===== src/fjrm_pkg.sv =====
// fjrm_pkg: item types and opcode constants of the forward jump register machine
// used by the execute unit, the top level and the port checker; no dependencies
package fjrm_pkg;

    // opcodes
    localparam logic [3:0] OP_NOP  = 4'd0;
    localparam logic [3:0] OP_ADD  = 4'd1;
    localparam logic [3:0] OP_MOVC = 4'd2;
    localparam logic [3:0] OP_RETX = 4'd3;
    localparam logic [3:0] OP_RETC = 4'd4;
    localparam logic [3:0] OP_JMP  = 4'd5;
    localparam logic [3:0] OP_EQ   = 4'd6;
    localparam logic [3:0] OP_GT   = 4'd7;
    localparam logic [3:0] OP_GE   = 4'd8;
    localparam logic [3:0] OP_LT   = 4'd9;
    localparam logic [3:0] OP_LE   = 4'd10;
    localparam logic [3:0] OP_MAXC = 4'd11;
    localparam logic [3:0] OP_MAXX = 4'd12;

    // item modes
    localparam logic MODE_START = 1'b0;
    localparam logic MODE_INSTR = 1'b1;

    typedef struct packed {
        logic               mode;
        logic signed [31:0] start_value;
        logic [3:0]         opcode;
        logic [1:0]         dest_reg;
        logic [1:0]         src_reg;
        logic signed [31:0] imm_value;
        logic [3:0]         jump_offset;
        logic               last_instr;
    } instr_t;

    typedef struct packed {
        logic signed [31:0] result_value;
        logic               by_return;
    } result_t;

    // machine state seen by the execute unit
    typedef struct packed {
        logic       halted;
        logic [3:0] skip;
        logic       at_limit;
    } fjrm_state_t;

    // control decisions of the execute unit
    typedef struct packed {
        logic       start;
        logic       wr_en;
        logic       emit;
        logic       by_return;
        logic       halted_next;
        logic [3:0] skip_next;
        logic       count_inc;
    } fjrm_ctrl_t;

endpackage


===== src/forward_jump_register_machine.sv =====
// forward_jump_register_machine: top level, input register, execute step, result register
// depends on fjrm_pkg, fjrm_ram and fjrm_exec
//
//  channel  | direction | handshake                  | payload
//  ---------+-----------+----------------------------+-------------------------------
//  instr    | in        | instr_valid / instr_ready  | instr_t: start or instruction
//  result   | out       | result_valid / result_ready| result_t: value and return flag
//
//  one item per cycle unless an emitting item waits for the result register; an item is
//  captured in the input register and executed there; its result, if any, is registered
//  the register file lives in a ram whose read is started as the item is captured,
//  with a one-entry bypass for the write of the previous item
//  reset puts the machine in the halted state with all registers reading zero
//  a result waiting in the result register stalls only an item that itself emits
module forward_jump_register_machine
    import fjrm_pkg::*;
#(
    parameter int REG_COUNT    = 4,
    parameter int PROG_LEN_MAX = 16,
    parameter int DATA_WIDTH   = 32
) (
    input  logic    clk,
    input  logic    rst_n,
    input  logic    instr_valid,
    output logic    instr_ready,
    input  instr_t  instr,
    output logic    result_valid,
    input  logic    result_ready,
    output result_t result
);

    localparam int RIDX_W = (REG_COUNT > 1) ? $clog2(REG_COUNT) : 1;
    localparam int CNT_W  = $clog2(PROG_LEN_MAX + 1);

    // register index taken modulo the register count; the raw index is below four,
    // so for two or more registers a single compare and subtract is enough
    function automatic logic [RIDX_W-1:0] reg_index(input logic [1:0] raw);
        logic [1:0] m;
        m = raw;
        if (int'(raw) >= REG_COUNT)
        begin
            m = raw - 2'(REG_COUNT);
        end
        return RIDX_W'(m);
    endfunction

    // input register
    logic   stg_valid_reg;
    instr_t stg_item_reg;

    // machine state
    logic [REG_COUNT-1:0]  vld_reg;
    logic [DATA_WIDTH-1:0] r0_reg;
    logic [3:0]            skip_reg;
    logic                  halted_reg;
    logic [CNT_W-1:0]      cnt_reg;

    // bypass of the last ram write
    logic                  fwd_vld_reg;
    logic [RIDX_W-1:0]     fwd_addr_reg;
    logic [DATA_WIDTH-1:0] fwd_data_reg;

    // result register
    logic    out_valid_reg;
    result_t out_item_reg;

    logic                  in_accept;
    logic                  out_free;
    logic                  exec_go;
    logic [RIDX_W-1:0]     stg_d;
    logic [RIDX_W-1:0]     stg_s;
    logic [RIDX_W-1:0]     raddr_a;
    logic [RIDX_W-1:0]     raddr_b;
    logic [DATA_WIDTH-1:0] rd_a;
    logic [DATA_WIDTH-1:0] rd_b;
    logic [DATA_WIDTH-1:0] opa;
    logic [DATA_WIDTH-1:0] opb;
    fjrm_state_t           st;
    fjrm_ctrl_t            ctrl;
    logic [RIDX_W-1:0]     wr_addr;
    logic [DATA_WIDTH-1:0] wr_data;
    logic [DATA_WIDTH-1:0] res_data;
    logic                  ram_we;

    assign out_free    = !out_valid_reg || result_ready;
    // only an emitting item has to wait for the result register
    assign exec_go     = stg_valid_reg && (!ctrl.emit || out_free);
    assign instr_ready = !stg_valid_reg || exec_go;
    assign in_accept   = instr_valid && instr_ready;

    assign stg_d = reg_index(stg_item_reg.dest_reg);
    assign stg_s = reg_index(stg_item_reg.src_reg);

    // read at the incoming item's indexes, or keep refreshing the held item's ones
    assign raddr_a = in_accept ? reg_index(instr.dest_reg) : stg_d;
    assign raddr_b = in_accept ? reg_index(instr.src_reg)  : stg_s;

    assign ram_we = exec_go && ctrl.wr_en;

    fjrm_ram #(
        .WIDTH (DATA_WIDTH),
        .DEPTH (REG_COUNT)
    ) u_rf (
        .clk     (clk),
        .we      (ram_we),
        .waddr   (wr_addr),
        .wdata   (wr_data),
        .raddr_a (raddr_a),
        .raddr_b (raddr_b),
        .rdata_a (rd_a),
        .rdata_b (rd_b)
    );

    // entry not written since the last start reads as zero
    always_comb
    begin
        opa = '0;
        opb = '0;
        if (vld_reg[stg_d])
        begin
            opa = (fwd_vld_reg && fwd_addr_reg == stg_d) ? fwd_data_reg : rd_a;
        end
        if (vld_reg[stg_s])
        begin
            opb = (fwd_vld_reg && fwd_addr_reg == stg_s) ? fwd_data_reg : rd_b;
        end
    end

    assign st.halted   = halted_reg;
    assign st.skip     = skip_reg;
    assign st.at_limit = (cnt_reg >= CNT_W'(PROG_LEN_MAX - 1));

    fjrm_exec #(
        .DATA_WIDTH (DATA_WIDTH),
        .RIDX_W     (RIDX_W)
    ) u_exec (
        .item     (stg_item_reg),
        .st       (st),
        .d_idx    (stg_d),
        .opa      (opa),
        .opb      (opb),
        .r0       (r0_reg),
        .ctrl     (ctrl),
        .wr_addr  (wr_addr),
        .wr_data  (wr_data),
        .res_data (res_data)
    );

    // input register
    always_ff @(posedge clk or negedge rst_n)
    begin
        if (!rst_n)
        begin
            stg_valid_reg <= 1'b0;
        end
        else if (in_accept)
        begin
            stg_valid_reg <= 1'b1;
        end
        else if (exec_go)
        begin
            stg_valid_reg <= 1'b0;
        end
    end

    always_ff @(posedge clk)
    begin
        if (in_accept)
        begin
            stg_item_reg <= instr;
        end
    end

    // machine state, advanced once per executed item
    always_ff @(posedge clk or negedge rst_n)
    begin
        if (!rst_n)
        begin
            vld_reg     <= '0;
            r0_reg      <= '0;
            skip_reg    <= '0;
            halted_reg  <= 1'b1;
            cnt_reg     <= '0;
            fwd_vld_reg <= 1'b0;
        end
        else
        begin
            fwd_vld_reg <= ram_we;
            if (exec_go)
            begin
                skip_reg   <= ctrl.skip_next;
                halted_reg <= ctrl.halted_next;
                if (ctrl.start)
                begin
                    // start writes register 0, all others read as zero again
                    vld_reg <= REG_COUNT'(1);
                    cnt_reg <= '0;
                end
                else
                begin
                    if (ctrl.wr_en)
                    begin
                        vld_reg <= vld_reg | (REG_COUNT'(1) << wr_addr);
                    end
                    if (ctrl.count_inc)
                    begin
                        cnt_reg <= cnt_reg + CNT_W'(1);
                    end
                end
                if (ctrl.wr_en && wr_addr == '0)
                begin
                    r0_reg <= wr_data;
                end
            end
        end
    end

    always_ff @(posedge clk)
    begin
        if (ram_we)
        begin
            fwd_addr_reg <= wr_addr;
            fwd_data_reg <= wr_data;
        end
    end

    // result register
    always_ff @(posedge clk or negedge rst_n)
    begin
        if (!rst_n)
        begin
            out_valid_reg <= 1'b0;
        end
        else if (exec_go && ctrl.emit)
        begin
            out_valid_reg <= 1'b1;
        end
        else if (result_ready)
        begin
            out_valid_reg <= 1'b0;
        end
    end

    always_ff @(posedge clk)
    begin
        if (exec_go && ctrl.emit)
        begin
            out_item_reg.result_value <= 32'(res_data);
            out_item_reg.by_return    <= ctrl.by_return;
        end
    end

    assign result_valid = out_valid_reg;
    assign result       = out_item_reg;

endmodule


===== src/fjrm_ram.sv =====
// fjrm_ram: generic ram, one write port and two read ports with registered read data
// no dependencies
module fjrm_ram #(
    parameter int WIDTH = 32,
    parameter int DEPTH = 4
) (
    input  logic                                     clk,
    input  logic                                     we,
    input  logic [((DEPTH > 1) ? $clog2(DEPTH) : 1)-1:0] waddr,
    input  logic [WIDTH-1:0]                         wdata,
    input  logic [((DEPTH > 1) ? $clog2(DEPTH) : 1)-1:0] raddr_a,
    input  logic [((DEPTH > 1) ? $clog2(DEPTH) : 1)-1:0] raddr_b,
    output logic [WIDTH-1:0]                         rdata_a,
    output logic [WIDTH-1:0]                         rdata_b
);

    logic [WIDTH-1:0] mem_reg [DEPTH];
    logic [WIDTH-1:0] rd_a_reg;
    logic [WIDTH-1:0] rd_b_reg;

    always_ff @(posedge clk)
    begin
        if (we)
        begin
            mem_reg[waddr] <= wdata;
        end
        rd_a_reg <= mem_reg[raddr_a];
        rd_b_reg <= mem_reg[raddr_b];
    end

    assign rdata_a = rd_a_reg;
    assign rdata_b = rd_b_reg;

endmodule


===== src/fjrm_exec.sv =====
// fjrm_exec: combinational execute step for one item of the register machine
// depends on fjrm_pkg for item types, state and control structs, opcodes
module fjrm_exec
    import fjrm_pkg::*;
#(
    parameter int DATA_WIDTH = 32,
    parameter int RIDX_W     = 2
) (
    input  instr_t                  item,
    input  fjrm_state_t             st,
    input  logic [RIDX_W-1:0]       d_idx,
    input  logic [DATA_WIDTH-1:0]   opa,
    input  logic [DATA_WIDTH-1:0]   opb,
    input  logic [DATA_WIDTH-1:0]   r0,
    output fjrm_ctrl_t              ctrl,
    output logic [RIDX_W-1:0]       wr_addr,
    output logic [DATA_WIDTH-1:0]   wr_data,
    output logic [DATA_WIDTH-1:0]   res_data
);

    logic [DATA_WIDTH-1:0] imm_x;
    logic [DATA_WIDTH-1:0] start_x;
    logic                  take;
    logic                  last;

    assign imm_x   = DATA_WIDTH'($signed(item.imm_value));
    assign start_x = DATA_WIDTH'($signed(item.start_value));
    assign last    = item.last_instr | st.at_limit;

    always_comb
    begin
        ctrl             = '0;
        ctrl.halted_next = st.halted;
        ctrl.skip_next   = st.skip;
        wr_addr          = d_idx;
        wr_data          = '0;
        res_data         = r0;
        take             = 1'b0;

        if (item.mode == MODE_START)
        begin
            ctrl.start       = 1'b1;
            ctrl.wr_en       = 1'b1;
            wr_addr          = '0;
            wr_data          = start_x;
            ctrl.halted_next = 1'b0;
            ctrl.skip_next   = '0;
        end
        else if (!st.halted)
        begin
            ctrl.count_inc = 1'b1;
            if (st.skip != 4'd0)
            begin
                // discarded by an earlier jump
                ctrl.skip_next = st.skip - 4'd1;
                if (last)
                begin
                    ctrl.emit = 1'b1;
                end
            end
            else
            begin
                unique case (item.opcode)
                    OP_ADD:
                    begin
                        ctrl.wr_en = 1'b1;
                        wr_data    = opa + opb;
                    end
                    OP_MOVC:
                    begin
                        ctrl.wr_en = 1'b1;
                        wr_data    = imm_x;
                    end
                    OP_RETX:
                    begin
                        ctrl.emit      = 1'b1;
                        ctrl.by_return = 1'b1;
                        res_data       = opa;
                    end
                    OP_RETC:
                    begin
                        ctrl.emit      = 1'b1;
                        ctrl.by_return = 1'b1;
                        res_data       = imm_x;
                    end
                    OP_JMP: take = 1'b1;
                    OP_EQ:  take = (opa == opb);
                    OP_GT:  take = ($signed(opa) > $signed(opb));
                    OP_GE:  take = ($signed(opa) >= $signed(opb));
                    OP_LT:  take = ($signed(opa) < $signed(opb));
                    OP_LE:  take = ($signed(opa) <= $signed(opb));
                    OP_MAXC:
                    begin
                        ctrl.wr_en = 1'b1;
                        wr_data    = ($signed(opa) < $signed(imm_x)) ? imm_x : opa;
                    end
                    OP_MAXX:
                    begin
                        ctrl.wr_en = 1'b1;
                        wr_data    = ($signed(opa) < $signed(opb)) ? opb : opa;
                    end
                    default: ;
                endcase

                if (take)
                begin
                    ctrl.skip_next = item.jump_offset;
                end

                // end of program: register 0 as it stands after this instruction
                if (!ctrl.emit && last)
                begin
                    ctrl.emit = 1'b1;
                    res_data  = (ctrl.wr_en && wr_addr == '0) ? wr_data : r0;
                end
            end

            if (ctrl.emit)
            begin
                ctrl.halted_next = 1'b1;
            end
        end
    end

endmodule


===== config.mk =====
export PLATFORM = sky130hd
export DESIGN_NAME = forward_jump_register_machine
export DESIGN_NICKNAME = d
export VERILOG_FILES = /design/src/fjrm_pkg.sv /design/src/forward_jump_register_machine.sv /design/src/fjrm_ram.sv /design/src/fjrm_exec.sv
export SDC_FILE = /design/constraint.sdc
export NUM_CORES = 1
export LEC_CHECK = 0
export BUFFER_PORTS_ARGS = -buffer_cell sky130_fd_sc_hd__buf_4
export CORE_MARGIN = 2
export CORE_UTILIZATION = 40
export CTS_CLUSTER_SIZE = 8
export DETAILED_ROUTE_END_ITERATION = 6
export PLACE_DENSITY = 0.63
export SKIP_LAST_GASP = 1
export SLEW_MARGIN = 15
export SYNTH_ARGS = -nofsm -noshare
export SYNTH_HDL_FRONTEND = slang
export SYNTH_SLANG_ARGS = --single-unit

===== constraint.sdc =====
create_clock -name clk -period 10 [get_ports clk]
set_input_delay 1.5 -clock clk [delete_from_list [all_inputs] [get_ports clk]]
set_output_delay 1.5 -clock clk [all_outputs]
set_load 0.1 [all_outputs]

==> impl_metrics.tcl <==
set metrics [dict create \
    status "finished, violations left" \
    failed_checks "design-rule violations" \
    fill_cells 4553 \
    clock_sinks 386 \
    fmax_ghz 0.165 \
    synthFlopType "edfxtp_1" \
    hold_viol_final 0 \
    cp_top_family "compound AO/OA/AOI/OAI gates" \
    cp_slowest_cell "nand3_2" \
    r2r_end "r0_reg[15]$_DFFE_PN0P_" \
    fin_util_pct 47.0 \
    routed_wl_mm 60.7 \
    total_power_mw 4.64 \
    ys_ff_latch 386 \
    yosysSeqAreaShare_pct 52.8 \
    area_growth_pct 16.1 \
    final_nets 1884 \
    avgSynthCellArea_um2 12.8 \
    placed_area_um2 21900 \
    clock_skew_ns 0.0285 \
    p_sw_share_pct 29.3 \
    largest_reg_flops 128 \
    slowest_delay_ns 0.80 \
    cp_max_fo 31 \
    syn_area_um2 20300 \
    pwr-share-comb_pct 20.1 \
    final_cell_mix "273 x edfxtp_1, 145 x buf_4, 127 x nor2_1" \
    syn-instance-count 1583 \
    worst_slack_ns 3.92 \
    crit_arrival_ns 6.54 \
    remaining_drc_errors 2 \
    drv_slew 0 \
    crit_buf_inv 2 \
    register_area_um2 10700 \
    rows 82 \
    intPower_mw 3.28 \
    clkLatencyLatePin_ns 0.60 \
    grt_pass1_vias 14600 \
    synthesis.nets 1763 \
    period_share_pct 60.8 \
    portBuffers 116 \
    seq_power_share_pct 42.2 \
    dpl.hpwl_mm 40.5 \
    power.leakage_nw 9.26 \
    tightest_slew_ns 1.10 \
    antennaDiodeCount 0 \
    drt_iter0_drc 1622 \
    routedWlPerCell_um 25.1 \
    vias 14400 \
    layout-drive-gt1-share_pct 22.8 \
    crit_type "register to register" \
    period_minus_slack_ns 6.08 \
    drtPass1Iterations 7 \
    fp.dieH_um 229 \
    hold_buffers 0 \
    async_flop_share_pct 12.7 \
    cpMostUsedCell "nand3_2" \
    stdcell_area_um2 23500 \
    crit_path_start "stg_d[1]$_DFFE_PP_" \
    postRouteAntennaNets 0 \
    root_buffer "clkbuf_16" \
    cts_tree "done" \
    drv_cap 0 \
    ys_top_cells_by_area "edfxtp_1 40%, mux4_2 7.1%, dfxtp_1 6.3%" \
    cp.depth 17 \
    grt_max_degree 79 \
    io_pins 117 \
    required_ns 10.47 \
    track_usage_pct 22.9 \
    synthDistinctLibCells 95 \
    endpoint_kind "register" \
    fin_setup_tns_ns 0 \
    vdd_drop_max_uv 105 \
    core_um2 50100 \
    p_switching_mw 1.36 \
    hp-class "register to register" \
    gr-total-overflow 0 \
    pwr-share-clk_pct 37.6 \
    netlist.area_leader.share_pct 40.4 \
    regToRegSetupSlack_ns 3.92 \
    slew_headroom_pct 26.1 \
    final_common_cell "edfxtp_1" \
    yosys_warnings 0 \
    htree_levels 2 \
    cts_buffers 55 \
    path_cells "xnor2_2, nand3_2, buf_4, mux2i_1, or2_2, inv_1, ha_1, a211oi_1, o211ai_1, o221ai_1, a31oi_1, a21boi_0, o21ai_2, nand3_2, a2111oi_2, o2bb2ai_1, mux2_2" \
    grt_antenna_before_repair 0 \
    place_ws_ns 4.06 \
    rsz0062_at_grt "false" \
    start_util_pct 40.5 \
    grt_pass1_wl_mm 91.3 \
    reg2regPathDepth 17 \
    setup_viol_count_final 0 \
    cts_setup_buffers 0 \
    multi_input_area_um2 8880 \
    dieArea_um2 52500 \
    power_density_nw_per_um2 197 \
    worstReg2RegStart "stg_d[1]$_DFFE_PP_" \
    start_kind "register" \
    die-width_um 229 \
    synth_edf_count 273 \
    yosys.area.top_type "edfxtp_1" \
    place_congestion 0.955 \
    crit_end "r0_reg[15]$_DFFE_PN0P_" \
    via_per_inst 5.95 \
    cts_resized 0 \
    cts.clk_slew.worst_paths_ns 0.05 \
    clockBufferDepth 3 \
]
synth_stat cells, drive strengths merged (6+ instances only):
cell type / number
xor2: 7
edfxtp: 273
mux4: 64
a2111oi: 9
o31ai: 10
nand3: 23
a221oi: 24
or2: 17
nand4: 18
a222oi: 32
nor3: 21
xnor2: 26
and3: 6
o21bai: 13
or3: 8
clkbuf: 44
a211oi: 14
dfrtp: 48
nor2: 127
nand2b: 15
mux2i: 73
nand2: 77
o2bb2ai: 31
a221o: 7
nor4: 6
inv: 108
mux2: 28
ha: 97
o22ai: 19
o211ai: 9
nor2b: 9
o221ai: 37
dfxtp: 64
o21ai: 39
a21oi: 72
buf: 37
a31oi: 8
per-stage QoR:
step | std cells | hold slack, ns
4_1_cts | 2421 | 0.513
5_1_grt | 2421 | 0.526
3_5_place_dp | 2319 | 0.498
3_3_place_gp | 2319 | 0.503
2_1_floorplan | 1583 | 0.452
6_report | 2421 | 0.512
worst reg2reg max path, delay by kind of cell (launching register included):
| family | cells | cell delay (ns) |
|---|---|---|
| XOR/XNOR | 1 | 0.23 |
| flip-flops | 1 | 0.55 |
| AND/OR/NAND/NOR | 3 | 1.24 |
| AO/OA/AOI/OAI | 8 | 2.41 |
| buffers and inverters | 2 | 0.72 |
| multiplexers | 2 | 0.51 |
| adder cells (fa/ha/maj) | 1 | 0.29 |
kinds of logic after synthesis:
family / synth area share, %
AO/OA/AOI/OAI: 14.7
XOR/XNOR: 1.54
adder cells (fa/ha/maj): 6.08
buffers and inverters: 3.97
flip-flops: 52.8
multiplexers: 12.5
AND/OR/NAND/NOR: 8.44
cell type report:
class	instances	area share (%)
Sequential cell	386	45.5
Multi-Input combinational cell	1007	37.7
Clock buffer	98	6.61
Timing Repair Buffer	145	4.62
Tap cell	672	3.57
Inverter	109	1.74
Clock inverter	4	0.271
power by group through the flow:
stage	logic, mW	clock network [mW]	registers [mW]
5_1_grt	1.01	1.85	1.97
3_3_place_gp	0.911	0	1.98
4_1_cts	0.927	1.78	1.95
6_report	0.934	1.74	1.96
3_5_place_dp	0.922	0	1.98
2_1_floorplan	0.607	0	2.00
layer usage:
layer	global-route usage [%]	up-vias	wire length, um
met4	8.12	0	2030
met2	36.6	581	28100
li1	-	6430	-
met5	0	-	0
met3	4.47	102	4430
met1	31.2	7289	26200
worst min path at each step:
stage                        endpoint  slack, ns              startpoint  cells after the start
2_1_floorplan  vld_reg[0]$_DFFE_PN0P_       0.45  vld_reg[0]$_DFFE_PN0P_                      1
3_3_place_gp   vld_reg[0]$_DFFE_PN0P_       0.50  vld_reg[0]$_DFFE_PN0P_                      1
3_5_place_dp   vld_reg[0]$_DFFE_PN0P_       0.50  vld_reg[0]$_DFFE_PN0P_                      1
4_1_cts        vld_reg[0]$_DFFE_PN0P_       0.51  vld_reg[0]$_DFFE_PN0P_                      1
5_1_grt        vld_reg[0]$_DFFE_PN0P_       0.53  vld_reg[0]$_DFFE_PN0P_                      1
6_report       vld_reg[0]$_DFFE_PN0P_       0.51  vld_reg[0]$_DFFE_PN0P_                      1
Power figures use the tool's default switching activity.
